==> src/rtl/pgrf_pkg.sv <==
// Shared types and constants for the pixel grid rotate and flip block.
package pgrf_pkg;

  localparam int MAX_SIDE  = 32;
  localparam int DEPTH     = MAX_SIDE * MAX_SIDE;
  localparam int IDX_W     = 10;
  localparam int PIX_W     = 24;
  localparam int SIDE_W    = 6;
  localparam int REQ_W     = 3;
  localparam int STS_W     = 2;
  localparam int CFG_IDX_W = 1;
  localparam int PT_W      = 2;

  typedef enum logic [REQ_W-1:0] {
    REQ_WRITE     = 3'd0,
    REQ_READ      = 3'd1,
    REQ_FILL      = 3'd2,
    REQ_ROT_CW    = 3'd3,
    REQ_ROT_CCW   = 3'd4,
    REQ_MIRROR_LR = 3'd5,
    REQ_MIRROR_TB = 3'd6
  } req_t;

  typedef enum logic [STS_W-1:0] {
    STS_DONE    = 2'd0,
    STS_IGNORED = 2'd1,
    STS_RANGE   = 2'd2
  } sts_t;

  typedef enum logic [CFG_IDX_W-1:0] {
    CFG_ROWS = 1'b0,
    CFG_COLS = 1'b1
  } cfg_reg_t;

  typedef enum logic [2:0] {
    ST_IDLE,
    ST_EXEC,
    ST_LOOP,
    ST_RD,
    ST_WR,
    ST_RESP,
    ST_FIN
  } state_t;

  typedef struct packed {
    logic [REQ_W-1:0] req_type;
    logic [IDX_W-1:0] pixel_index;
    logic [PIX_W-1:0] pixel_in;
  } in_req_t;

  typedef struct packed {
    logic [PIX_W-1:0] pixel_out;
    logic [STS_W-1:0] status;
  } out_res_t;

  // Commands from the controller to the datapath.
  typedef struct packed {
    logic            accept;
    logic            wr_single;
    logic            rd_single;
    logic            loop_start;
    logic            step_inner;
    logic            step_outer;
    logic            pt_rd;
    logic            pt_wr;
    logic [PT_W-1:0] pt_k;
    logic            out_load;
  } ctl_cmd_t;

  // Status from the datapath to the controller.
  typedef struct packed {
    logic [REQ_W-1:0] req;
    logic             idx_ok;
    logic             square;
    logic             outer_end;
    logic             inner_ok;
    logic             out_free;
  } dp_sts_t;

endpackage

==> src/rtl/pgrf_ctrl.sv <==
// Controller state machine: decodes a request and sequences the grid walks.
module pgrf_ctrl import pgrf_pkg::*; (
  input  logic     clk,
  input  logic     rst_n,
  input  logic     in_valid,
  output logic     in_stall,
  input  dp_sts_t  sts,
  output ctl_cmd_t cmd
);

  state_t          state_r, state_nxt;
  logic [PT_W-1:0] k_r, k_nxt;
  logic            is_rot;
  logic            is_fill;
  logic [PT_W-1:0] k_last;

  always_ff @(posedge clk) begin
    if (!rst_n) begin
      state_r <= ST_IDLE;
      k_r     <= '0;
    end else begin
      state_r <= state_nxt;
      k_r     <= k_nxt;
    end
  end

  assign is_rot  = (sts.req == REQ_ROT_CW) || (sts.req == REQ_ROT_CCW);
  assign is_fill = (sts.req == REQ_FILL);
  // A rotation moves four points per step, a mirror swaps two.
  assign k_last  = is_rot ? PT_W'(3) : PT_W'(1);

  always_comb begin
    state_nxt  = state_r;
    k_nxt      = k_r;
    cmd        = '0;
    cmd.pt_k   = k_r;
    cmd.accept = in_valid && (state_r == ST_IDLE);
    in_stall   = (state_r != ST_IDLE);

    unique case (state_r)
      ST_IDLE: begin
        if (in_valid) begin
          state_nxt = ST_EXEC;
        end
      end

      ST_EXEC: begin
        unique case (sts.req)
          REQ_WRITE: begin
            cmd.wr_single = sts.idx_ok;
            if (sts.out_free) begin
              cmd.out_load = 1'b1;
              state_nxt    = ST_IDLE;
            end else begin
              state_nxt = ST_FIN;
            end
          end
          REQ_READ: begin
            if (sts.idx_ok) begin
              cmd.rd_single = 1'b1;
              state_nxt     = ST_RESP;
            end else if (sts.out_free) begin
              cmd.out_load = 1'b1;
              state_nxt    = ST_IDLE;
            end else begin
              state_nxt = ST_FIN;
            end
          end
          REQ_FILL, REQ_ROT_CW, REQ_ROT_CCW, REQ_MIRROR_LR, REQ_MIRROR_TB: begin
            if (is_rot && !sts.square) begin
              if (sts.out_free) begin
                cmd.out_load = 1'b1;
                state_nxt    = ST_IDLE;
              end else begin
                state_nxt = ST_FIN;
              end
            end else begin
              cmd.loop_start = 1'b1;
              state_nxt      = ST_LOOP;
            end
          end
          default: begin
            if (sts.out_free) begin
              cmd.out_load = 1'b1;
              state_nxt    = ST_IDLE;
            end else begin
              state_nxt = ST_FIN;
            end
          end
        endcase
      end

      ST_LOOP: begin
        priority if (sts.outer_end) begin
          if (sts.out_free) begin
            cmd.out_load = 1'b1;
            state_nxt    = ST_IDLE;
          end else begin
            state_nxt = ST_FIN;
          end
        end else if (!sts.inner_ok) begin
          cmd.step_outer = 1'b1;
        end else if (is_fill) begin
          cmd.pt_wr      = 1'b1;
          cmd.step_inner = 1'b1;
        end else begin
          state_nxt = ST_RD;
        end
      end

      ST_RD: begin
        cmd.pt_rd = 1'b1;
        if (k_r == k_last) begin
          // Writes start at point one so that every write finds its source
          // already captured; point zero is written last.
          k_nxt     = PT_W'(1);
          state_nxt = ST_WR;
        end else begin
          k_nxt = k_r + PT_W'(1);
        end
      end

      ST_WR: begin
        cmd.pt_wr = 1'b1;
        if (k_r == '0) begin
          cmd.step_inner = 1'b1;
          state_nxt      = ST_LOOP;
        end else if (k_r == k_last) begin
          k_nxt = '0;
        end else begin
          k_nxt = k_r + PT_W'(1);
        end
      end

      ST_RESP, ST_FIN: begin
        if (sts.out_free) begin
          cmd.out_load = 1'b1;
          state_nxt    = ST_IDLE;
        end
      end

      default: begin
        state_nxt = ST_IDLE;
      end
    endcase
  end

endmodule

==> config.mk <==
export PLATFORM = sky130hd
export DESIGN_NAME = pgrf_ctrl
export DESIGN_NICKNAME = d
export VERILOG_FILES = /design/src/rtl/pgrf_pkg.sv /design/src/rtl/pgrf_ctrl.sv
export SDC_FILE = /design/constraint.sdc
export NUM_CORES = 1
export LEC_CHECK = 0
export ABC_AREA = 1
export BUFFER_PORTS_ARGS = -buffer_cell sky130_fd_sc_hd__buf_2
export CORE_MARGIN = 4
export CORE_UTILIZATION = 44
export CTS_BUF_LIST = sky130_fd_sc_hd__clkbuf_8
export DETAILED_ROUTE_END_ITERATION = 12
export PLACE_DENSITY = 0.77
export SLEW_MARGIN = 30
export SYNTH_ARGS = -nofsm -noshare
export SYNTH_HDL_FRONTEND = slang
export SYNTH_SLANG_ARGS = --single-unit
==> constraint.sdc <==
create_clock -name clk -period 1.2 [get_ports clk]
set_input_delay 0.06 -clock clk [delete_from_list [all_inputs] [get_ports clk]]
set_output_delay 0.06 -clock clk [all_outputs]
set_load 0.005 [all_outputs]
==> results.toml, run 1 <==
[synth]
yosysWarnings = 0
post-synth-top-count-cell = "nand2_1"
synth_top_cells_by_count = "nand2_1 (40), inv_1 (17), nand3_1 (14), nor2_1 (13), a21oi_1 (6)"
yosys.area.top_type_share_pct = 26.2
ys_ff_latch = 5
synthTopCellsByArea = "nand2_1 (26%), dfxtp_1 (17%), nand3_1 (12%), inv_1 (11%), nor2_1 (8.5%)"
synth_cells = 113
ys_async_sr_fraction_pct = 0
synth_edf_count = 0
yosysTopAreaCell = "nand2_1"
synthFlopType = "dfxtp_1"
yosysSeqAreaShare_pct = 17.5
postSynthAreaPerCell_um2 = 5.07
syn_area_um2 = 573
synth.distinct_cells = 17
synth_nets = 125

[critical_path]
crit_arrival_ns = 1.49
critPathLaunchType = "flop"
slowest_stage = "dfxtp_2"
end_kind = "flop"
critPathRequiredTime_ns = 1.34
path_cells = "inv_2 > ha_4 > inv_2 > nand3_2 > buf_4 > o21ai_0 > buf_4 > o21ai_0 > a31oi_1"
r2r-start = "k_r[1]"
setup.worst_path.class = "flop to flop"
r2r-end = "k_r[0]"
crit_buf_inv = 4
crit_fanout = 4
rrSetupSlack_ns = -0.15
path_delay_family = "buffers and inverters"
slowest_delay_ns = 0.33
rr_worst_depth = 9

[hold_path]
holdPathEnd = "k_r[0]"
min_from = "rst_n"
holdPathStages = 3
min_path_type = "primary input to flop"

[power]
p_per_area_nw_per_um2 = 1590
p_int_uw = 856
switching_share_pct = 45.8
p_leak_nw = 0.554
netSwitchingPower_uw = 723
clockPowerShare_pct = 18.8
p_comb_share_pct = 61.7
vdd_ir_drop_max_v = 0.00137
p_seq_share_pct = 19.5

[placement]
gp_congestion = 0.871
io_buffers = 22
placed_area_um2 = 821
hpwl_um = 1350
place_ws_ns = -0.128

[final_layout]
postLayoutCoreUtil_pct = 84.9
drive_above_1_share_pct = 49.7
design_area_um2 = 995
nNetsFinal = 170
antenna_cells = 0
syn_to_final_growth_pct = 73.6

[drt]
wirelength_um = 2290
first_iter_violations = 39
drcViolationCount = 0
drt-pass1-iter-count = 5
drtAntennaViolNets = 0
post_drt_via_cell_ratio = 5.48
dr_total_vias = 937
wl_per_cell_um = 13.4

[global_route]
antenna_found_initial = 0
grt_max_degree = 8
grt_pass1_wl_um = 3130
track_usage_pct = 21.2
grt_remaining_overflow = 0
grt_pass1_vias = 807

[sta]
min_period_ns = 1.35
final_hold_viol_count = 0
fin_ws_ns = -0.155
finalClockSkew_ns = 0.00314
setup_viol = 11
min_period_over_period_pct = 113
maxSlewViolCount = 0
max_freq_mhz = 738
slew_headroom_pct = 74.4
tightest_slew_ns = 0.382
finalSetupTns_ns = -1.28
rsz0062_at_grt = "yes"

[clock_network]
cts.path.max_buffers = 2
clock_latency_ns = 0.22
cts_tree = "built"
clock-sinks = 5
path_clk_slew_ns = 0.04
cts-root-buf = "clkbuf_8"
htree_levels = 1
cts_inserted_buffers = 3

[floorplan]
design.core.area_um2 = 1170
rows = 12
die_w_um = 44.1
pin_count = 23
dieHeight_um = 44.1
die_area_um2 = 1940
start_util_pct = 48.9

[status]
status = "finished with violations"
violations = "negative setup slack"

[flow_run]
maxCapViolCount = 0
[logic make-up after synthesis]
family	after synthesis	synth area share, %
compound gates	14	13.3
buf+inv	21	13.8
fa+ha+maj	1	2.18
flops	5	17.5
simple gates	72	53.3
[layout by cell type (no fill, tap or decap), drive strengths merged]
master and count:
clkbuf 3, o221ai 1, buf 40, o21ai 5
a31oi 2, nor2 13, nor3 3, nand4 1
nand3 15, a21oi 6, nand2 40, ha 1
dfxtp 5, inv 22
[metal layers]
metal  part of all wire (%)  vias to the layer above  routed length (um)  global-route usage [%]
met1                     37                      409                 858                    24.3
met5                      0                        -                   0                       0
met2                     50                       59                1150                    35.2
met3                    8.6                       14                 197                    4.47
met4                    3.8                        0                  87                    13.9
li1                       -                      455                   -                       -
[flip-flops by register name, summed over array words and instances, names as in the netlist]
signal,cells
k_r,2
state_r,3
[worst max path at each step]
stage / start / cells past startpoint / to
2_1_floorplan: k_r[0] / 12 / state_r[2]
3_3_place_gp: state_r[1] / 10 / state_r[2]
3_5_place_dp: state_r[1] / 9 / state_r[1]
4_1_cts: state_r[0] / 7 / cmd[8]
5_1_grt: k_r[1] / 9 / k_r[0]
6_report: k_r[1] / 9 / k_r[0]
[tightest hold or removal path: cells and delay by family]
| kind | cells | cell delay (ns) |
|---|---|---|
| AO/OA/AOI/OAI | 2 | 0.11 |
| buffers and inverters | 1 | 0.11 |
[power groups by stage]
stage | clock (mW) | sequential (mW) | combinational [mW]
after detailed placement | 0 | 0.262 | 0.744
after global placement | 0 | 0.259 | 0.733
after global routing | 0.316 | 0.308 | 1.10
after CTS | 0.299 | 0.283 | 0.869
final | 0.296 | 0.309 | 0.974
after floorplan | 0 | 0.262 | 0.443
[timing repair]
action	CTS	global route
pin swaps	6	3
hold buffers	0	0
gates resized for setup	21	11
setup buffers	3	2
setup endpoints to repair	11	13
[stage by stage]
step	std cells	hold WS [ns]	power, mW
6_report	171	0.104	1.58
5_1_grt	171	0.134	1.72
4_1_cts	169	0.102	1.45
3_5_place_dp	162	0.323	1.01
3_3_place_gp	162	0.315	0.991
2_1_floorplan	113	0.154	0.705
[area by class of cell]
| cell class | instances | area (um2) |
|---|---|---|
| Sequential cell | 5 | 111 |
| Fill cell | 74 | 176 |
| Clock buffer | 3 | 41.3 |
| Tap cell | 14 | 17.5 |
| Clock inverter | 1 | 3.75 |
| Timing Repair Buffer | 40 | 253 |
| Inverter | 21 | 83.8 |
| Multi-Input combinational cell | 87 | 484 |
No activity file was read; power rests on OpenSTA's default activity.
==> run 2: changes to the inputs <==
--- a/config.mk
+++ b/config.mk
@@ -11,6 +11,7 @@
 export CORE_UTILIZATION = 44
 export CTS_BUF_LIST = sky130_fd_sc_hd__clkbuf_8
 export DETAILED_ROUTE_END_ITERATION = 12
+export MAX_ROUTING_LAYER = met4
 export PLACE_DENSITY = 0.77
 export SLEW_MARGIN = 30
 export SYNTH_ARGS = -nofsm -noshare
==> results.toml, run 2 (same netlist as run 1, synthesis figures left out) <==
[clock_network]
cts-root-buf = "clkbuf_8"
cts_tree = "built"
htree_levels = 1
cts_hold_buffers = 0
cts_inserted_buffers = 3
path_clk_slew_ns = 0.04
clock_latency_ns = 0.22
clock-sinks = 5
cts.path.max_buffers = 2

[floorplan]
die_w_um = 44.1
rows = 12
pin_count = 23
design.core.area_um2 = 1170
start_util_pct = 48.9
dieHeight_um = 44.1
die_area_um2 = 1940

[final_layout]
syn_to_final_growth_pct = 73.6
fin_cells = 171
layout_commonest_cell = "nand2_1"
largest_register_ffs = 3
seqCellArea_um2 = 111
final_cell_mix = "nand2_1 (34), buf_2 (22), buf_4 (16)"
multi_input_comb_area_um2 = 484
postLayoutCoreUtil_pct = 84.9
antenna_cells = 0
drive_above_1_share_pct = 49.7
fill_cells = 74
top_regs = "state_r x3, k_r x2"
top_register = "state_r"
nNetsFinal = 170

[global_route]
antenna_found_initial = 0
track_usage_pct = 21.8
grt_pass1_wl_um = 3130
grt_remaining_overflow = 0
grt_pass1_vias = 807
grt_max_degree = 8

[sta]
max_freq_mhz = 733
min_period_over_period_pct = 114
setup_viol = 11
fin_ws_ns = -0.164
finalClockSkew_ns = 0.00254
tightest_slew_ns = 0.389
slew_headroom_pct = 73.9
rsz0062_at_grt = "yes"
finalSetupTns_ns = -1.31
min_period_ns = 1.36
final_hold_viol_count = 0
maxSlewViolCount = 0
holdWs_ns = 0.105

[critical_path]
path_cells = "inv_2 > ha_4 > inv_2 > nand3_2 > buf_4 > o21ai_0 > buf_4 > o21ai_0 > a31oi_1"
critPathLaunchType = "flop"
setup.worst_path.class = "flop to flop"
slowest_delay_ns = 0.33
critPathRequiredTime_ns = 1.34
crit_fanout = 4
end_kind = "flop"
path_delay_family = "buffers and inverters"
crit_buf_inv = 4
crit_arrival_ns = 1.50
slowest_stage = "dfxtp_2"

[flow_run]
maxCapViolCount = 0

[drt]
drtAntennaViolNets = 0
first_iter_violations = 29
drt-pass1-iter-count = 4
wl_per_cell_um = 13.2
dr_total_vias = 919
post_drt_via_cell_ratio = 5.37
drcViolationCount = 0
wirelength_um = 2260

[power]
p_leak_nw = 0.554
vdd_ir_drop_max_v = 0.00137
p_per_area_nw_per_um2 = 1590
total_power_mw = 1.58

[placement]
dp.cells = 162
hpwl_um = 1350
io_buffers = 22
gp_congestion = 0.885

[hold_path]
min_path_type = "primary input to flop"

[status]
violations = "negative setup slack"
status = "finished with violations"
==> run 2: cell counts in the layout (fill, tap and decap cells not counted) <==
No cell type changed its count.
==> run 2: report_power, final <==
group	switching (mW)	internal [mW]	total (mW)
clock	0.0760	0.219	0.295
combinational	0.562	0.414	0.976
sequential	0.0837	0.223	0.307
==> run 2: final cells by class <==
type,instances,share of cell area [%]
clock buffers,3,4.15
clock inverters,1,0.377
inverters,21,8.43
multi-input cells,87,48.7
flip-flops and latches,5,11.2
well taps,14,1.76
repair buffers,40,25.4
==> run 2: repair_timing <==
item | 4_1_cts | 5_1_grt
endpoints found under the setup margin | 11 | 13
resized for setup | 21 | 11
pin swaps | 6 | 3
setup buffers | 3 | 2
==> run 2: worst register-to-register path: stages, from the launching register on <==
cell	delay [ns]
dfxtp_2	0.33
inv_2	0.05
ha_4	0.15
inv_2	0.05
nand3_2	0.09
buf_4	0.15
o21ai_0	0.09
buf_4	0.17
o21ai_0	0.07
a31oi_1	0.13
==> run 2: worst paths after layout <==
kind	start	end	slack, ns	depth (start not counted)
setup / recovery	k_r[1]	k_r[0]	-0.16	9
hold / removal	rst_n	k_r[0]	0.11	3
setup reg to reg	k_r[1]	k_r[0]	-0.16	9
hold reg to reg	state_r[1]	state_r[1]	0.55	2
==> run 2: stage by stage <==
stage | area [um2] | setup WS, ns
finish | 995 | -0.164
global route | 995 | -0.272
CTS | 952 | -0.101
detailed placement | 821 | -0.128
global placement | 821 | -0.0729
floorplan | 596 | -0.0134
==> run 2: per-layer routing <==
metal	track usage (%)	vias to the layer above	routed length, um	part of all wire, %
li1	-	453	-	-
met1	24.3	396	823	36
met2	35.2	55	1130	50
met3	4.47	15	200	8.8
met4	13.9	0	104	4.6
met5	-	-	0	0
==> run 3: changes to the inputs <==
==> constraint.sdc (replaced) <==
create_clock -name clk -period 1.2 [get_ports clk]
set_input_delay 0.18 -clock clk [delete_from_list [all_inputs] [get_ports clk]]
set_output_delay 0.18 -clock clk [all_outputs]
set_load 0.005 [all_outputs]
==> results.toml, run 3 (same netlist as run 1, synthesis figures left out) <==
[floorplan]
design.core.area_um2 = 1170
die_area_um2 = 1940
dieHeight_um = 44.1
rows = 12
pin_count = 23
start_util_pct = 48.9
die_w_um = 44.1

[placement]
gp_congestion = 0.886
hpwl_um = 1380
io_buffers = 22

[final_layout]
multi_input_comb_area_um2 = 563
antenna_cells = 0
top_register = "state_r"
nNetsFinal = 173
layout_commonest_cell = "nand2_1"
postLayoutCoreUtil_pct = 97.0
seqCellArea_um2 = 116
fill_cells = 21
final_cell_mix = "nand2_1 (30), buf_2 (21), buf_4 (14)"
top_regs = "state_r x3, k_r x2"
largest_register_ffs = 3
syn_to_final_growth_pct = 98.3
drive_above_1_share_pct = 56.9

[global_route]
grt_remaining_overflow = 0
antenna_found_initial = 0
track_usage_pct = 26.7
grt_max_degree = 8
grt_pass1_wl_um = 3690
grt_pass1_vias = 885

[status]
status = "finished with violations"
violations = "negative setup slack"

[drt]
dr_total_vias = 1134
post_drt_via_cell_ratio = 6.52
wirelength_um = 3800
first_iter_violations = 165
drcViolationCount = 0
wl_per_cell_um = 21.8
drt-pass1-iter-count = 7
drtAntennaViolNets = 0

[clock_network]
cts_inserted_buffers = 3
htree_levels = 1
clock-sinks = 5
cts_tree = "built"
path_clk_slew_ns = 0.04
cts_hold_buffers = 0
cts.path.max_buffers = 2
clock_latency_ns = 0.23
cts-root-buf = "clkbuf_8"

[sta]
finalClockSkew_ns = 0.000325
slew_headroom_pct = 59.2
tightest_slew_ns = 0.608
maxSlewViolCount = 0
rsz0062_at_grt = "yes"
final_hold_viol_count = 0
fin_ws_ns = -0.322
min_period_ns = 1.52
max_freq_mhz = 657
finalSetupTns_ns = -3.20
setup_viol = 15
min_period_over_period_pct = 127

[critical_path]
end_kind = "primary output"
critPathLaunchType = "primary input"
setup.worst_path.class = "primary input to primary output"
critPathRequiredTime_ns = 1.02
crit_fanout = 6
crit_arrival_ns = 1.34

[hold_path]
min_path_type = "primary input to flop"

[flow_run]
maxCapViolCount = 0

[power]
vdd_ir_drop_max_v = 0.00144
p_leak_nw = 0.611
p_per_area_nw_per_um2 = 1780
run 3: worst paths after layout:
path / from / endpoint / slack, ns / cells after the start
worst max-delay path: sts[6] / cmd[0] / -0.32 / 10
worst min register to register: state_r[2] / state_r[2] / 0.57 / 2
worst max register to register: k_r[1] / state_r[0] / -0.29 / 12
worst min-delay path: rst_n / k_r[0] / 0.26 / 3
run 3: final cells by class:
| type | instances | area share, % |
|---|---|---|
| clock inverter | 1 | 0.330 |
| multi-input combinational | 87 | 49.6 |
| clock buffer | 3 | 3.63 |
| sequential | 5 | 10.2 |
| inverter | 21 | 8.26 |
| timing repair buffer | 43 | 26.4 |
| tap | 14 | 1.54 |
run 3: timing repair:
| item | in CTS | in global routing |
|---|---|---|
| buffers inserted | 5 | 2 |
| pin swaps | 3 | 11 |
| gates resized for setup | 22 | 43 |
| setup endpoints to repair | 15 | 15 |
run 3: per-layer routing:
layer  share of wire (%)  GRT usage (%)  vias to the layer above
met5                   0              -                        -
met4                  12           20.5                        0
met3                  12           4.07                       68
met2                  44           44.8                      135
met1                  32           27.6                      475
li1                    -              -                      456
run 3: power breakdown:
group / switching, mW / leakage [nW] / internal [mW]
clock network: 0.0979 / 0.0269 / 0.221
logic: 0.827 / 0.540 / 0.539
registers: 0.107 / 0.0441 / 0.231
total: 1.03 / 0.611 / 0.991
run 3: worst max-delay path, stage by stage:
cell and delay (ns):
buf_2 0.15, inv_1 0.09, nand2_1 0.08, nor2_2 0.05
nor2_1 0.23, nand2_1 0.17, nand3_1 0.10, nand2_1 0.08
o221ai_2 0.06, buf_2 0.14
run 3: per-stage QoR:
stage               power (mW)  hold WS, ns  setup slack [ns]  instance area, um2  cells
CTS                       1.47        0.214            -0.173                 977    172
global route              2.09        0.258            -0.493                1140    174
detailed placement        1.03        0.442            -0.147                 828    163
finish                    2.02        0.255            -0.322                1140    174
global placement          1.02        0.436            -0.101                 828    163
floorplan                0.705        0.308           -0.0134                 596    113
